**src/rtl/byte_stream_lexer_defines.svh**
```systemverilog
// Assertion helpers used by the lexer top level.
`ifndef BYTE_STREAM_LEXER_DEFINES_SVH
`define BYTE_STREAM_LEXER_DEFINES_SVH

// Same-cycle implication.
`define BSL_ASSERT_NOW(lbl, clk, rst, ante, cons, msg) \
   lbl: assert property (@(posedge clk) disable iff (rst) (ante) |-> (cons)) else $error(msg);

// Next-cycle implication.
`define BSL_ASSERT_NEXT(lbl, clk, rst, ante, cons, msg) \
   lbl: assert property (@(posedge clk) disable iff (rst) (ante) |=> (cons)) else $error(msg);

`endif

```
**src/rtl/bsl_pkg.sv**
```systemverilog
`timescale 1ns / 1ps
package bsl_pkg;

   localparam int MAX_TEXT_DEF = 32;
   localparam int LEN_W   = 6;
   localparam int LINE_W  = 20;
   localparam int INT_W   = 31;
   localparam int FRAC_W  = 30;
   localparam int FLEN_W  = 4;
   localparam int KIND_W  = 6;
   localparam int EC_W    = 3;
   localparam int CHAR_W  = 8;
   localparam int NUM_KW  = 10;
   localparam int Q_DEPTH = 4;
   localparam int Q_AW    = 2;
   localparam int Q_CW    = 3;

   localparam logic [INT_W-1:0]  INT_SAT  = '1;
   localparam logic [LINE_W-1:0] LINE_SAT = '1;
   localparam logic [FLEN_W-1:0] FRAC_DIGITS_MAX = 4'd9;

   localparam logic [KIND_W-1:0] K_ID        = 6'd0;
   localparam logic [KIND_W-1:0] K_TYPE_INT  = 6'd1;
   localparam logic [KIND_W-1:0] K_TYPE_REAL = 6'd2;
   localparam logic [KIND_W-1:0] K_VAR       = 6'd3;
   localparam logic [KIND_W-1:0] K_FUNCTION  = 6'd4;
   localparam logic [KIND_W-1:0] K_IF        = 6'd5;
   localparam logic [KIND_W-1:0] K_ELSE      = 6'd6;
   localparam logic [KIND_W-1:0] K_WHILE     = 6'd7;
   localparam logic [KIND_W-1:0] K_END       = 6'd8;
   localparam logic [KIND_W-1:0] K_RETURN    = 6'd9;
   localparam logic [KIND_W-1:0] K_TYPE_STR  = 6'd10;
   localparam logic [KIND_W-1:0] K_COMMA     = 6'd11;
   localparam logic [KIND_W-1:0] K_FINISH    = 6'd12;
   localparam logic [KIND_W-1:0] K_COLON     = 6'd13;
   localparam logic [KIND_W-1:0] K_SEMI      = 6'd14;
   localparam logic [KIND_W-1:0] K_LPAR      = 6'd15;
   localparam logic [KIND_W-1:0] K_RPAR      = 6'd16;
   localparam logic [KIND_W-1:0] K_ADD       = 6'd17;
   localparam logic [KIND_W-1:0] K_SUB       = 6'd18;
   localparam logic [KIND_W-1:0] K_MUL       = 6'd19;
   localparam logic [KIND_W-1:0] K_DIV       = 6'd20;
   localparam logic [KIND_W-1:0] K_AND       = 6'd21;
   localparam logic [KIND_W-1:0] K_OR        = 6'd22;
   localparam logic [KIND_W-1:0] K_NOT       = 6'd23;
   localparam logic [KIND_W-1:0] K_ASSIGN    = 6'd24;
   localparam logic [KIND_W-1:0] K_EQUAL     = 6'd25;
   localparam logic [KIND_W-1:0] K_NOTEQ     = 6'd26;
   localparam logic [KIND_W-1:0] K_LESS      = 6'd27;
   localparam logic [KIND_W-1:0] K_GREATER   = 6'd28;
   localparam logic [KIND_W-1:0] K_GREATEREQ = 6'd29;
   localparam logic [KIND_W-1:0] K_REAL      = 6'd30;
   localparam logic [KIND_W-1:0] K_INT       = 6'd31;
   localparam logic [KIND_W-1:0] K_STRING    = 6'd32;
   localparam logic [KIND_W-1:0] K_ERROR     = 6'd33;

   localparam logic [EC_W-1:0] E_NONE     = 3'd0;
   localparam logic [EC_W-1:0] E_TOO_LONG = 3'd1;
   localparam logic [EC_W-1:0] E_AMP      = 3'd2;
   localparam logic [EC_W-1:0] E_BAR      = 3'd3;
   localparam logic [EC_W-1:0] E_DOT      = 3'd4;
   localparam logic [EC_W-1:0] E_STRING   = 3'd5;
   localparam logic [EC_W-1:0] E_BAD_CHAR = 3'd6;

   localparam logic [CHAR_W-1:0] CH_NUL    = 8'h00;
   localparam logic [CHAR_W-1:0] CH_TAB    = 8'h09;
   localparam logic [CHAR_W-1:0] CH_NL     = 8'h0A;
   localparam logic [CHAR_W-1:0] CH_CR     = 8'h0D;
   localparam logic [CHAR_W-1:0] CH_SPACE  = 8'h20;
   localparam logic [CHAR_W-1:0] CH_BANG   = 8'h21;
   localparam logic [CHAR_W-1:0] CH_QUOTE  = 8'h22;
   localparam logic [CHAR_W-1:0] CH_HASH   = 8'h23;
   localparam logic [CHAR_W-1:0] CH_AMP    = 8'h26;
   localparam logic [CHAR_W-1:0] CH_LPAR   = 8'h28;
   localparam logic [CHAR_W-1:0] CH_RPAR   = 8'h29;
   localparam logic [CHAR_W-1:0] CH_STAR   = 8'h2A;
   localparam logic [CHAR_W-1:0] CH_PLUS   = 8'h2B;
   localparam logic [CHAR_W-1:0] CH_COMMA  = 8'h2C;
   localparam logic [CHAR_W-1:0] CH_MINUS  = 8'h2D;
   localparam logic [CHAR_W-1:0] CH_DOT    = 8'h2E;
   localparam logic [CHAR_W-1:0] CH_SLASH  = 8'h2F;
   localparam logic [CHAR_W-1:0] CH_COLON  = 8'h3A;
   localparam logic [CHAR_W-1:0] CH_SEMI   = 8'h3B;
   localparam logic [CHAR_W-1:0] CH_LT     = 8'h3C;
   localparam logic [CHAR_W-1:0] CH_EQ     = 8'h3D;
   localparam logic [CHAR_W-1:0] CH_GT     = 8'h3E;
   localparam logic [CHAR_W-1:0] CH_UNDER  = 8'h5F;
   localparam logic [CHAR_W-1:0] CH_BAR    = 8'h7C;

   typedef enum logic [3:0] {
      M_IDLE, M_COMMENT, M_EQ, M_AMP, M_BAR, M_BANG, M_GT,
      M_IDENT, M_INT, M_DOT, M_FRAC, M_STR, M_HALT
   } scan_mode_type;

   typedef enum logic [1:0] {B_IDLE, B_READ, B_SEND} back_state_type;

   typedef struct packed {
      logic                is_run;
      logic [KIND_W-1:0]   kind;
      logic [LINE_W-1:0]   line;
      logic [INT_W-1:0]    iv;
      logic [FRAC_W-1:0]   fv;
      logic [FLEN_W-1:0]   fl;
      logic [EC_W-1:0]     ec;
      logic [LEN_W-1:0]    len;
   } cmd_type;

   typedef struct packed {
      logic            text_busy;
      logic [Q_CW-1:0] count;
   } front_status_type;

   typedef struct packed {
      logic q_pop;
      logic run_done;
   } back_ctrl_type;

   function automatic cmd_type make_cmd(input logic [KIND_W-1:0] kind,
                                        input logic [LINE_W-1:0] line,
                                        input logic [EC_W-1:0]   ec);
      cmd_type c;
      c        = '0;
      c.kind   = kind;
      c.line   = line;
      c.ec     = ec;
      return c;
   endfunction

   function automatic logic is_digit(input logic [CHAR_W-1:0] c);
      return (c >= 8'h30) && (c <= 8'h39);
   endfunction

   function automatic logic is_word(input logic [CHAR_W-1:0] c);
      return ((c >= 8'h61) && (c <= 8'h7A)) || ((c >= 8'h41) && (c <= 8'h5A))
             || (c == CH_UNDER) || is_digit(c);
   endfunction

   // keyword text, first char in the top byte, zero padded
   function automatic logic [63:0] kw_word(input int k);
      logic [63:0] w;
      unique case (k)
         0: w = {"int", 40'd0};
         1: w = {"real", 32'd0};
         2: w = {"str", 40'd0};
         3: w = {"var", 40'd0};
         4: w = "function";
         5: w = {"if", 48'd0};
         6: w = {"else", 32'd0};
         7: w = {"while", 24'd0};
         8: w = {"end", 40'd0};
         default: w = {"return", 16'd0};
      endcase
      return w;
   endfunction

   function automatic logic [LEN_W-1:0] kw_len(input int k);
      logic [LEN_W-1:0] l;
      unique case (k)
         0, 2, 3, 8: l = 6'd3;
         1, 6:       l = 6'd4;
         4:          l = 6'd8;
         5:          l = 6'd2;
         7:          l = 6'd5;
         default:    l = 6'd6;
      endcase
      return l;
   endfunction

   function automatic logic [KIND_W-1:0] kw_kind(input int k);
      logic [KIND_W-1:0] r;
      unique case (k)
         0: r = K_TYPE_INT;
         1: r = K_TYPE_REAL;
         2: r = K_TYPE_STR;
         3: r = K_VAR;
         4: r = K_FUNCTION;
         5: r = K_IF;
         6: r = K_ELSE;
         7: r = K_WHILE;
         8: r = K_END;
         default: r = K_RETURN;
      endcase
      return r;
   endfunction

   // keywords whose character at pos equals c
   function automatic logic [NUM_KW-1:0] kw_hit(input logic [LEN_W-1:0] pos,
                                                input logic [CHAR_W-1:0] c);
      logic [NUM_KW-1:0] h;
      logic [63:0]       w;
      for (int k = 0; k < NUM_KW; k++) begin
         w    = kw_word(k);
         h[k] = (pos < 6'd8) && (w[63 - 8*pos[2:0] -: 8] == c);
      end
      return h;
   endfunction

endpackage

```
**src/rtl/bsl_ram.sv**
```systemverilog
`timescale 1ns / 1ps
module bsl_ram #(
   parameter int WIDTH = 8,
   parameter int DEPTH = 32,
   parameter int AW    = $clog2(DEPTH)
) (
   input  logic             clock,
   input  logic             wr_en,
   input  logic [AW-1:0]    wr_addr,
   input  logic [WIDTH-1:0] wr_data,
   input  logic [AW-1:0]    rd_addr,
   output logic [WIDTH-1:0] rd_data
);

   logic [WIDTH-1:0] mem_ff [DEPTH];
   logic [WIDTH-1:0] rd_data_ff;

   always_ff @(posedge clock) begin
      if (wr_en) begin
         mem_ff[wr_addr] <= wr_data;
      end
      rd_data_ff <= mem_ff[rd_addr];
   end

   assign rd_data = rd_data_ff;

endmodule

```
**src/rtl/bsl_front.sv**
```systemverilog
`timescale 1ns / 1ps
module bsl_front import bsl_pkg::*; #(
   parameter int MAX_TEXT = MAX_TEXT_DEF,
   parameter int AW       = $clog2(MAX_TEXT)
) (
   input  logic               clock,
   input  logic               reset,
   input  logic               push,
   output logic               full,
   input  logic [CHAR_W-1:0]  req_char_in,
   output logic               wr_en,
   output logic [AW-1:0]      wr_addr,
   output logic [CHAR_W-1:0]  wr_data,
   output logic               q_valid,
   output cmd_type            q_head,
   input  back_ctrl_type      back_ctrl,
   output front_status_type   status
);

   localparam logic [LEN_W-1:0] MAX_LEN = LEN_W'(MAX_TEXT);

   scan_mode_type        mode_ff, mode_in;
   logic [LINE_W-1:0]    line_ff, line_in;
   logic [LEN_W-1:0]     len_ff, len_in;
   logic [NUM_KW-1:0]    kwm_ff, kwm_in;
   logic [INT_W-1:0]     acc_ff, acc_in;
   logic [FRAC_W-1:0]    frac_ff, frac_in;
   logic [FLEN_W-1:0]    fcnt_ff, fcnt_in;
   logic                 busy_ff;
   cmd_type              q_mem_ff [Q_DEPTH];
   logic [Q_AW-1:0]      wr_ptr_ff, rd_ptr_ff;
   logic [Q_CW-1:0]      count_ff;

   logic                 accept;
   logic                 e1_v, e2_v, again, app;
   cmd_type              e1, e2;
   logic [LEN_W-1:0]     app_len;
   logic [NUM_KW-1:0]    app_kwm;
   logic [3:0]           dig;
   logic [34:0]          acc_ext;
   logic                 kw_found;
   logic [KIND_W-1:0]    kw_sel;

   assign accept = push && !full;
   assign full   = busy_ff || (count_ff > Q_CW'(Q_DEPTH - 2));
   assign dig    = req_char_in[3:0];
   assign acc_ext = 35'(acc_ff) * 35'd10 + 35'(dig);

   always_comb begin
      kw_found = 1'b0;
      kw_sel   = K_ID;
      for (int k = 0; k < NUM_KW; k++) begin
         if (kwm_ff[k] && (len_ff == kw_len(k))) begin
            kw_found = 1'b1;
            kw_sel   = kw_kind(k);
         end
      end
   end

   always_comb begin
      mode_in = mode_ff;
      line_in = line_ff;
      len_in  = len_ff;
      kwm_in  = kwm_ff;
      acc_in  = acc_ff;
      frac_in = frac_ff;
      fcnt_in = fcnt_ff;
      e1_v    = 1'b0;
      e2_v    = 1'b0;
      e1      = make_cmd(K_ERROR, line_ff, E_NONE);
      e2      = make_cmd(K_ERROR, line_ff, E_NONE);
      again   = 1'b0;
      app     = 1'b0;
      app_len = len_ff;
      app_kwm = kwm_ff;

      unique case (mode_ff)
         M_HALT: begin
         end
         M_COMMENT: begin
            again = (req_char_in == CH_NL) || (req_char_in == CH_NUL);
         end
         M_EQ, M_BANG, M_GT: begin
            e1_v = 1'b1;
            if (req_char_in == CH_EQ) begin
               mode_in = M_IDLE;
               e1.kind = (mode_ff == M_EQ) ? K_EQUAL :
                         (mode_ff == M_BANG) ? K_NOTEQ : K_GREATEREQ;
            end else begin
               again   = 1'b1;
               e1.kind = (mode_ff == M_EQ) ? K_ASSIGN :
                         (mode_ff == M_BANG) ? K_NOT : K_GREATER;
            end
         end
         M_AMP, M_BAR: begin
            e1_v = 1'b1;
            if ((mode_ff == M_AMP && req_char_in == CH_AMP)
                || (mode_ff == M_BAR && req_char_in == CH_BAR)) begin
               mode_in = M_IDLE;
               e1.kind = (mode_ff == M_AMP) ? K_AND : K_OR;
            end else begin
               mode_in = M_HALT;
               e1.ec   = (mode_ff == M_AMP) ? E_AMP : E_BAR;
            end
         end
         M_IDENT: begin
            if (is_word(req_char_in)) begin
               app = 1'b1;
            end else if (len_ff > MAX_LEN) begin
               e1_v    = 1'b1;
               e1.ec   = E_TOO_LONG;
               mode_in = M_HALT;
            end else begin
               e1_v  = 1'b1;
               again = 1'b1;
               if (kw_found) begin
                  e1.kind = kw_sel;
               end else begin
                  e1.kind   = K_ID;
                  e1.is_run = 1'b1;
                  e1.len    = len_ff;
               end
            end
         end
         M_INT: begin
            if (is_digit(req_char_in)) begin
               acc_in = (acc_ext > 35'(INT_SAT)) ? INT_SAT : acc_ext[INT_W-1:0];
            end else if (req_char_in == CH_DOT) begin
               mode_in = M_DOT;
            end else begin
               e1_v    = 1'b1;
               e1.kind = K_INT;
               e1.iv   = acc_ff;
               again   = 1'b1;
            end
         end
         M_DOT: begin
            if (is_digit(req_char_in)) begin
               frac_in = FRAC_W'(dig);
               fcnt_in = 4'd1;
               mode_in = M_FRAC;
            end else begin
               e1_v    = 1'b1;
               e1.ec   = E_DOT;
               mode_in = M_HALT;
            end
         end
         M_FRAC: begin
            if (is_digit(req_char_in)) begin
               if (fcnt_ff < FRAC_DIGITS_MAX) begin
                  frac_in = FRAC_W'(frac_ff * 30'd10 + FRAC_W'(dig));
                  fcnt_in = fcnt_ff + 4'd1;
               end
            end else begin
               e1_v    = 1'b1;
               e1.kind = K_REAL;
               e1.iv   = acc_ff;
               e1.fv   = frac_ff;
               e1.fl   = fcnt_ff;
               again   = 1'b1;
            end
         end
         M_STR: begin
            if (req_char_in == CH_QUOTE) begin
               mode_in = M_IDLE;
               e1_v    = 1'b1;
               if (len_ff > MAX_LEN) begin
                  e1.ec   = E_TOO_LONG;
                  mode_in = M_HALT;
               end else begin
                  e1.kind   = K_STRING;
                  e1.is_run = (len_ff != '0);
                  e1.len    = len_ff;
               end
            end else if (req_char_in == CH_NUL) begin
               e1_v    = 1'b1;
               e1.ec   = E_STRING;
               mode_in = M_HALT;
            end else begin
               app = 1'b1;
            end
         end
         default: begin
            again = 1'b1;
         end
      endcase

      if (again) begin
         mode_in = M_IDLE;
         e2_v    = 1'b1;
         unique case (req_char_in)
            CH_SPACE, CH_TAB, CH_CR: e2_v = 1'b0;
            CH_NL: begin
               e2_v = 1'b0;
               if (line_ff != LINE_SAT) begin
                  line_in = line_ff + 20'd1;
               end
            end
            CH_HASH:  begin e2_v = 1'b0; mode_in = M_COMMENT; end
            CH_EQ:    begin e2_v = 1'b0; mode_in = M_EQ; end
            CH_AMP:   begin e2_v = 1'b0; mode_in = M_AMP; end
            CH_BAR:   begin e2_v = 1'b0; mode_in = M_BAR; end
            CH_BANG:  begin e2_v = 1'b0; mode_in = M_BANG; end
            CH_GT:    begin e2_v = 1'b0; mode_in = M_GT; end
            CH_QUOTE: begin e2_v = 1'b0; len_in = '0; mode_in = M_STR; end
            CH_NUL:   e2.kind = K_FINISH;
            CH_COMMA: e2.kind = K_COMMA;
            CH_COLON: e2.kind = K_COLON;
            CH_SEMI:  e2.kind = K_SEMI;
            CH_LPAR:  e2.kind = K_LPAR;
            CH_RPAR:  e2.kind = K_RPAR;
            CH_PLUS:  e2.kind = K_ADD;
            CH_MINUS: e2.kind = K_SUB;
            CH_STAR:  e2.kind = K_MUL;
            CH_SLASH: e2.kind = K_DIV;
            CH_LT:    e2.kind = K_LESS;
            default: begin
               if (is_digit(req_char_in)) begin
                  e2_v    = 1'b0;
                  acc_in  = INT_W'(dig);
                  frac_in = '0;
                  fcnt_in = '0;
                  mode_in = M_INT;
               end else if (is_word(req_char_in)) begin
                  e2_v    = 1'b0;
                  app     = 1'b1;
                  app_len = '0;
                  app_kwm = '1;
                  mode_in = M_IDENT;
               end else begin
                  e2.ec   = E_BAD_CHAR;
                  mode_in = M_HALT;
               end
            end
         endcase
      end

      wr_en   = 1'b0;
      wr_addr = app_len[AW-1:0];
      wr_data = req_char_in;
      if (app) begin
         wr_en  = accept && (app_len < MAX_LEN);
         len_in = (app_len <= MAX_LEN) ? app_len + 6'd1 : app_len;
         kwm_in = app_kwm & kw_hit(app_len, req_char_in);
      end
   end

   always_ff @(posedge clock) begin
      if (reset) begin
         mode_ff <= M_IDLE;
         line_ff <= 20'd1;
         len_ff  <= '0;
         acc_ff  <= '0;
         frac_ff <= '0;
         fcnt_ff <= '0;
         kwm_ff  <= '0;
      end else if (accept) begin
         mode_ff <= mode_in;
         line_ff <= line_in;
         len_ff  <= len_in;
         acc_ff  <= acc_in;
         frac_ff <= frac_in;
         fcnt_ff <= fcnt_in;
         kwm_ff  <= kwm_in;
      end
   end

   // command queue, up to two pushes and one pop per cycle
   logic [1:0] n_push;
   assign n_push = accept ? ({1'b0, e1_v} + {1'b0, e2_v}) : 2'd0;

   always_ff @(posedge clock) begin
      if (accept && e1_v) begin
         q_mem_ff[wr_ptr_ff] <= e1;
      end
      if (accept && e2_v) begin
         q_mem_ff[wr_ptr_ff + Q_AW'(e1_v)] <= e2;
      end
   end

   always_ff @(posedge clock) begin
      if (reset) begin
         wr_ptr_ff <= '0;
         rd_ptr_ff <= '0;
         count_ff  <= '0;
         busy_ff   <= 1'b0;
      end else begin
         wr_ptr_ff <= wr_ptr_ff + Q_AW'(n_push);
         rd_ptr_ff <= rd_ptr_ff + Q_AW'(back_ctrl.q_pop);
         count_ff  <= count_ff + Q_CW'(n_push) - Q_CW'(back_ctrl.q_pop);
         if (accept && e1_v && e1.is_run) begin
            busy_ff <= 1'b1;
         end else if (back_ctrl.run_done) begin
            busy_ff <= 1'b0;
         end
      end
   end

   assign q_valid          = (count_ff != '0);
   assign q_head           = q_mem_ff[rd_ptr_ff];
   assign status.text_busy = busy_ff;
   assign status.count     = count_ff;

endmodule

```
**src/rtl/bsl_back.sv**
```systemverilog
`timescale 1ns / 1ps
module bsl_back import bsl_pkg::*; #(
   parameter int MAX_TEXT = MAX_TEXT_DEF,
   parameter int AW       = $clog2(MAX_TEXT)
) (
   input  logic               clock,
   input  logic               reset,
   input  logic               q_valid,
   input  cmd_type            q_head,
   output back_ctrl_type      back_ctrl,
   output logic [AW-1:0]      rd_addr,
   input  logic [CHAR_W-1:0]  rd_data,
   output logic               empty,
   input  logic               pop,
   output logic [KIND_W-1:0]  rsp_token_kind,
   output logic [LINE_W-1:0]  rsp_line_number,
   output logic [INT_W-1:0]   rsp_int_value,
   output logic [FRAC_W-1:0]  rsp_fraction_value,
   output logic [FLEN_W-1:0]  rsp_fraction_length,
   output logic [CHAR_W-1:0]  rsp_text_char,
   output logic [LEN_W-1:0]   rsp_text_position,
   output logic [EC_W-1:0]    rsp_error_code,
   output logic               rsp_last_of_run
);

   back_state_type     state_ff, state_in;
   logic [LEN_W-1:0]   pos_ff, pos_in;
   logic               out_valid_ff, out_valid_in;
   logic               slot_free, load, last_char;
   cmd_type            o_cmd;
   logic [CHAR_W-1:0]  o_char;
   logic [LEN_W-1:0]   o_pos;
   logic               o_last;

   assign slot_free = !out_valid_ff || pop;
   assign last_char = (pos_ff == LEN_W'(q_head.len - 6'd1));
   assign rd_addr   = pos_ff[AW-1:0];

   always_comb begin
      state_in = state_ff;
      unique case (state_ff)
         B_IDLE: begin
            if (q_valid && q_head.is_run) begin
               state_in = B_READ;
            end
         end
         B_READ: state_in = B_SEND;
         B_SEND: begin
            if (slot_free) begin
               state_in = last_char ? B_IDLE : B_READ;
            end
         end
         default: state_in = B_IDLE;
      endcase
   end

   always_comb begin
      back_ctrl = '0;
      load      = 1'b0;
      pos_in    = pos_ff;
      o_cmd     = q_head;
      o_char    = '0;
      o_pos     = '0;
      o_last    = 1'b1;
      unique case (state_ff)
         B_IDLE: begin
            pos_in = '0;
            if (q_valid && !q_head.is_run && slot_free) begin
               load            = 1'b1;
               back_ctrl.q_pop = 1'b1;
            end
         end
         B_READ: begin
         end
         B_SEND: begin
            if (slot_free) begin
               load   = 1'b1;
               o_char = rd_data;
               o_pos  = pos_ff;
               o_last = last_char;
               pos_in = pos_ff + 6'd1;
               if (last_char) begin
                  back_ctrl.q_pop    = 1'b1;
                  back_ctrl.run_done = 1'b1;
               end
            end
         end
         default: begin
         end
      endcase
      out_valid_in = load || (out_valid_ff && !pop);
   end

   always_ff @(posedge clock) begin
      if (reset) begin
         state_ff     <= B_IDLE;
         pos_ff       <= '0;
         out_valid_ff <= 1'b0;
      end else begin
         state_ff     <= state_in;
         pos_ff       <= pos_in;
         out_valid_ff <= out_valid_in;
      end
   end

   always_ff @(posedge clock) begin
      if (load) begin
         rsp_token_kind      <= o_cmd.kind;
         rsp_line_number     <= o_cmd.line;
         rsp_int_value       <= o_cmd.iv;
         rsp_fraction_value  <= o_cmd.fv;
         rsp_fraction_length <= o_cmd.fl;
         rsp_error_code      <= o_cmd.ec;
         rsp_text_char       <= o_char;
         rsp_text_position   <= o_pos;
         rsp_last_of_run     <= o_last;
      end
   end

   assign empty = !out_valid_ff;

endmodule

```
**src/rtl/byte_stream_lexer.sv**
```systemverilog
`timescale 1ns / 1ps
// channel | ports                                  | handshake
// input   | req_char_in                            | push / full
// result  | rsp_token_kind .. rsp_last_of_run      | empty / pop
//
// One source byte per cycle while no identifier or string run is pending.
// A run of N characters takes one text RAM read per character;
// input is held off (full) from the closing byte until the run has drained.
// Reset (synchronous) returns to idle with line count one.
// full also rises when the four-entry token queue cannot take two tokens.
`include "byte_stream_lexer_defines.svh"
module byte_stream_lexer import bsl_pkg::*; #(
   parameter int MAX_TEXT = MAX_TEXT_DEF
) (
   input  logic               clock,
   input  logic               reset,
   input  logic               push,
   output logic               full,
   input  logic [CHAR_W-1:0]  req_char_in,
   output logic               empty,
   input  logic               pop,
   output logic [KIND_W-1:0]  rsp_token_kind,
   output logic [LINE_W-1:0]  rsp_line_number,
   output logic [INT_W-1:0]   rsp_int_value,
   output logic [FRAC_W-1:0]  rsp_fraction_value,
   output logic [FLEN_W-1:0]  rsp_fraction_length,
   output logic [CHAR_W-1:0]  rsp_text_char,
   output logic [LEN_W-1:0]   rsp_text_position,
   output logic [EC_W-1:0]    rsp_error_code,
   output logic               rsp_last_of_run
);

   localparam int AW = $clog2(MAX_TEXT);

   logic               wr_en;
   logic [AW-1:0]      wr_addr, rd_addr;
   logic [CHAR_W-1:0]  wr_data, rd_data;
   logic               q_valid;
   cmd_type            q_head;
   back_ctrl_type      back_ctrl;
   front_status_type   status;

   bsl_front #(.MAX_TEXT(MAX_TEXT), .AW(AW)) u_front (
      .clock, .reset, .push, .full, .req_char_in,
      .wr_en, .wr_addr, .wr_data,
      .q_valid, .q_head, .back_ctrl, .status
   );

   bsl_ram #(.WIDTH(CHAR_W), .DEPTH(MAX_TEXT), .AW(AW)) u_text (
      .clock, .wr_en, .wr_addr, .wr_data, .rd_addr, .rd_data
   );

   bsl_back #(.MAX_TEXT(MAX_TEXT), .AW(AW)) u_back (
      .clock, .reset, .q_valid, .q_head, .back_ctrl, .rd_addr, .rd_data,
      .empty, .pop,
      .rsp_token_kind, .rsp_line_number, .rsp_int_value, .rsp_fraction_value,
      .rsp_fraction_length, .rsp_text_char, .rsp_text_position,
      .rsp_error_code, .rsp_last_of_run
   );

   `BSL_ASSERT_NOW(a_pop_has_item, clock, reset, back_ctrl.q_pop, q_valid, "pop of empty queue")
   `BSL_ASSERT_NOW(a_done_while_busy, clock, reset, back_ctrl.run_done, status.text_busy, "run done without run")
   `BSL_ASSERT_NEXT(a_busy_clears, clock, reset, back_ctrl.run_done, !status.text_busy, "busy stuck")
   `BSL_ASSERT_NOW(a_queue_bound, clock, reset, 1'b1, status.count <= Q_CW'(Q_DEPTH), "queue overflow")

endmodule

```
**config.mk**
```make
export PLATFORM = sky130hd
export DESIGN_NAME = byte_stream_lexer
export DESIGN_NICKNAME = d
export VERILOG_FILES = /design/src/rtl/bsl_pkg.sv /design/src/rtl/bsl_ram.sv /design/src/rtl/bsl_front.sv /design/src/rtl/bsl_back.sv /design/src/rtl/byte_stream_lexer.sv
export VERILOG_INCLUDE_DIRS = /design/src /design/src/rtl
export SDC_FILE = /design/constraint.sdc
export NUM_CORES = 2
export LEC_CHECK = 0
export BUFFER_PORTS_ARGS = -buffer_cell sky130_fd_sc_hd__buf_4
export CORE_MARGIN = 8
export CORE_UTILIZATION = 40
export CTS_CLUSTER_DIAMETER = 100
export CTS_CLUSTER_SIZE = 10
export DETAILED_ROUTE_END_ITERATION = 7
export MAX_ROUTING_LAYER = met4
export PLACE_DENSITY = 0.59
export SETUP_SLACK_MARGIN = 0.1
export SYNTH_ARGS = -nofsm -noshare
export SYNTH_HDL_FRONTEND = slang
export SYNTH_SLANG_ARGS = --single-unit
```
**constraint.sdc**
```tcl
create_clock -name clock -period 9.7 [get_ports clock]
set_clock_uncertainty 0.05 [all_clocks]
set_input_delay 0.485 -clock clock [delete_from_list [all_inputs] [get_ports clock]]
set_output_delay 0.485 -clock clock [all_outputs]
set_load 0.02 [all_outputs]
```
==> out/results.tsv <==
stage	metric	value	unit
drt	DR iter-0 viols	2840	
timing	setup TNS	0	ns
place	global placement routability congestion	0.9118	
logic_synthesis	Seq cells post-synth	899	
logic_synthesis	syn_area_per_cell	10.92	sq um
place	hpwl dp	75.65	mm
pwr	Lkg Pwr	16.48	nW
grt	initial antenna violation count	0	
worst_setup_path	crit-path max cell delay	0.84	ns
worst_setup_path	delay-heaviest family, CP	compound AO/OA/AOI/OAI gates	
grt	total track usage	0.1991	
clock_tree	clock sink count	899	
place	dpl ws	4.422	ns
drt	antenna-violating nets left	0	
logic_synthesis	register area share after synthesis	0.5229	
timing	period utilisation layout	0.5327	
logic_synthesis	Mapped Cells	3987	
logic_synthesis	Main synth FF type	edfxtp_1	
logic_synthesis	Yosys cell types	102	
floorplanning	core area	108400	sq um
worst_setup_path	R2R cell count	14	
final_layout	Final Cell Area	48390	sq um
worst_setup_path	Crit path depth	14	
logic_synthesis	EDFF count, synth	477	
timing	fin crit period	5.167	ns
clock_tree	clk_lat worst skew	0.71	ns
worst_setup_path	crit-path max FO	32	
hold_path	Hold Crit Depth	3	
drt	Routed WL per cell	21.97	microns
final_layout	most common cell after layout, fill and taps aside	edfxtp_1	
pwr	overall power	10.78	mW
timing	highest clock rate	0.1935	GHz
grt	vias in the first global route	30490	
grt	first-pass GRT wire length	185.9	mm
timing	slew margin rel.	0.1904	
status	status	finished clean	
floorplanning	Die ar.	119700	sq um
final_layout	Ant. Diodes	0	
timing	fin. max-slew vios	0	
worst_setup_path	WP data required	10.24	ns
final_layout	Total Nets Final	4120	
timing	Worst Tran Pin Value	1.214	ns
floorplanning	I/O pin count	123	
grt	pin count of the biggest net entering global routing	97	
drt	via count	31460	
worst_setup_path	CP bufs+invs	0	
final_layout	Area Overhead vs Synth	11.10	%
pwr	power per cell area	222.8	nW/um^2
final_layout	final cell utilization of the core	0.4464	
logic_synthesis	asr flop ratio synth	0	
drt	DRC Markers	0	
logic_synthesis	syn nets	4140	
timing	final hold vios	0	
clock_tree	cts hold-fix bufs	0	
floorplanning	Initial Utilization	0.4018	
clock_tree	Post-CTS Setup Inserts	0	
hold_path	Hold Startpoint	pop	
place	IO Port Bufs	122	
clock_tree	CTS H-tree depth	3	
timing	final worst slack	4.533	ns
floorplanning	die width	346.0	microns
clock_tree	clock transition at the registers of the reported paths	0.06	ns
final_layout	final std cells w/o fill	5452	
drt	final WL	119.8	mm
timing	unrepaired setup endpoints after global routing	no	
timing	Hold Slack	0.1498	ns
place	placed insts	5278	
clock_tree	clock buffer depth	3	
floorplanning	Die Y	346.0	microns
grt	grt ovf	0	
worst_setup_path	startpoint types	register	
run	max cap viols	0	
clock_tree	Post-CTS Resized	0	
floorplanning	Row Count	121	
logic_synthesis	Post-Syn Area	43550	sq um
clock_tree	CTS root buffer	clkbuf_16	
worst_setup_path	crit path capture type	register	
drt	via-per-instance ratio	5.771	
worst_setup_path	CP max stage cell	mux2i_4	
clock_tree	CTS tree	done	
timing	final setup violation count	0	
worst_setup_path	worst path arrival time	5.70	ns
final_layout	commonest cells after routing, fill and taps aside	477 x edfxtp_1, 466 x nand2_1, 418 x dfxtp_1, 394 x a21oi_1, 347 x nand3_1	
clock_tree	TritonCTS buffer count	101	
place	placed inst area	45410	sq um
worst_setup_path	critical path class	reg -> reg	
drt	Initial DRT Pass Iterations	6	
logic_synthesis	number of synthesis warnings	0	
final_layout	layout cells sized above 1	0.1337	
worst_setup_path	CP cell instances	ha_1 -> ha_1 -> fa_1 -> a211oi_2 -> o21ai_2 -> a31oi_2 -> xnor2_1 -> nor4b_2 -> nand2_1 -> nor4_2 -> nand3_1 -> mux2i_4 -> nand4_1 -> a32o_1	
worst_setup_path	most used cell along the critical path	ha_1	
worst_setup_path	Setup crit start	u_front.acc_ff[1]$_SDFFE_PP0P_	
hold_path	hold crit path type	in -> reg	
pwr	worst vdd ir	162.3	uV
worst_setup_path	worst r2r src	u_front.acc_ff[1]$_SDFFE_PP0P_	
==> area by class of cell <==
cell class,count,area [sq um]
inverter,55,209.0
clock inverter,10,187.7
clock buffer,164,2784
fill,10050,60010
sequential,899,22780
timing repair buffer,168,1261
multi-input combinational,2742,19390
tap,1414,1769
==> cell families (layout without fill, tap and decap cells) <==
family,count (synthesis),count (layout),synth area share
flops,899,899,0.5229
buf+inv,346,397,0.03373
simple gates,1476,1476,0.1641
compound gates,786,786,0.1114
xor+xnor,144,144,0.02927
fa+ha+maj,141,141,0.04137
mux,195,195,0.09733
==> worst reg2reg max path, cell delays in order, from the launching register on <==
cell	delay, ns
dfxtp_1	0.54
ha_1	0.30
ha_1	0.24
fa_1	0.42
a211oi_2	0.37
o21ai_2	0.16
a31oi_2	0.38
xnor2_1	0.24
nor4b_2	0.45
nand2_1	0.15
nor4_2	0.24
nand3_1	0.17
mux2i_4	0.84
nand4_1	0.19
a32o_1	0.32
==> where the power goes <==
part / total [mW] / internal (mW) / switching (mW)
logic: 2.51 / 0.754 / 1.76
clock network: 3.55 / 1.99 / 1.56
registers: 4.71 / 4.51 / 0.198
total: 10.8 / 7.26 / 3.52
==> final timing paths <==
| path | to | slack (ns) |
|---|---|---|
| worst min-delay path | u_back.out_valid_ff$_SDFF_PP0_ | 0.15 |
| worst max register to register | u_front.acc_ff[5]$_SDFFE_PP0P_ | 4.53 |
| worst min register to register | u_front.q_mem_ff[1][39]$_SDFFE_PP0P_ | 0.40 |
| worst max-delay path | u_front.acc_ff[5]$_SDFFE_PP0P_ | 4.53 |
==> state kept, by name, summed over array words and instances (netlist names), 3 cells and up <==
name	flops
u_back.rsp_text_position	6
u_text.rd_data	8
u_front.q_mem_ff	404
u_front.fcnt_ff	4
u_back.rsp_text_char	8
u_front.len_ff	6
u_back.rsp_fraction_length	4
u_front.frac_ff	30
u_back.rsp_error_code	3
u_back.rsp_int_value	31
u_back.rsp_token_kind	6
u_back.rsp_fraction_value	30
u_text.mem_ff	256
u_front.count_ff	3
u_back.rsp_line_number	20
u_front.mode_ff	4
u_front.acc_ff	31
u_back.pos_ff	6
u_front.kwm_ff	10
u_front.line_ff	20
==> per-layer routing <==
| layer | wire, microns | track usage | share of wire | vias up |
|---|---|---|---|---|
| met5 | 0 | - | 0 | - |
| met4 | 2463 | 0.05290 | 0.021 | 0 |
| met3 | 7477 | 0.02979 | 0.062 | 168 |
| met2 | 55030 | 0.3059 | 0.46 | 981 |
| met1 | 54810 | 0.2764 | 0.46 | 15610 |
| li1 | - | - | - | 14710 |
==> Yosys cell counts, drive strengths merged, types with 37 or more instances <==
master / instances / area share
ha: 136 / 0.039
dfxtp: 422 / 0.19
edfxtp: 477 / 0.33
and2: 68 / 0.0098
a21oi: 398 / 0.046
o21ai: 96 / 0.011
mux4: 181 / 0.094
nor2b: 62 / 0.0089
inv: 54 / 0.0047
xor2: 54 / 0.011
nor2: 255 / 0.022
clkbuf: 172 / 0.015
buf: 119 / 0.014
xnor2: 89 / 0.018
a22oi: 41 / 0.0071
nand2: 468 / 0.040
nand3: 349 / 0.040
nand4: 37 / 0.0053
nor3: 77 / 0.0098
(Power assumes the default switching activity.)
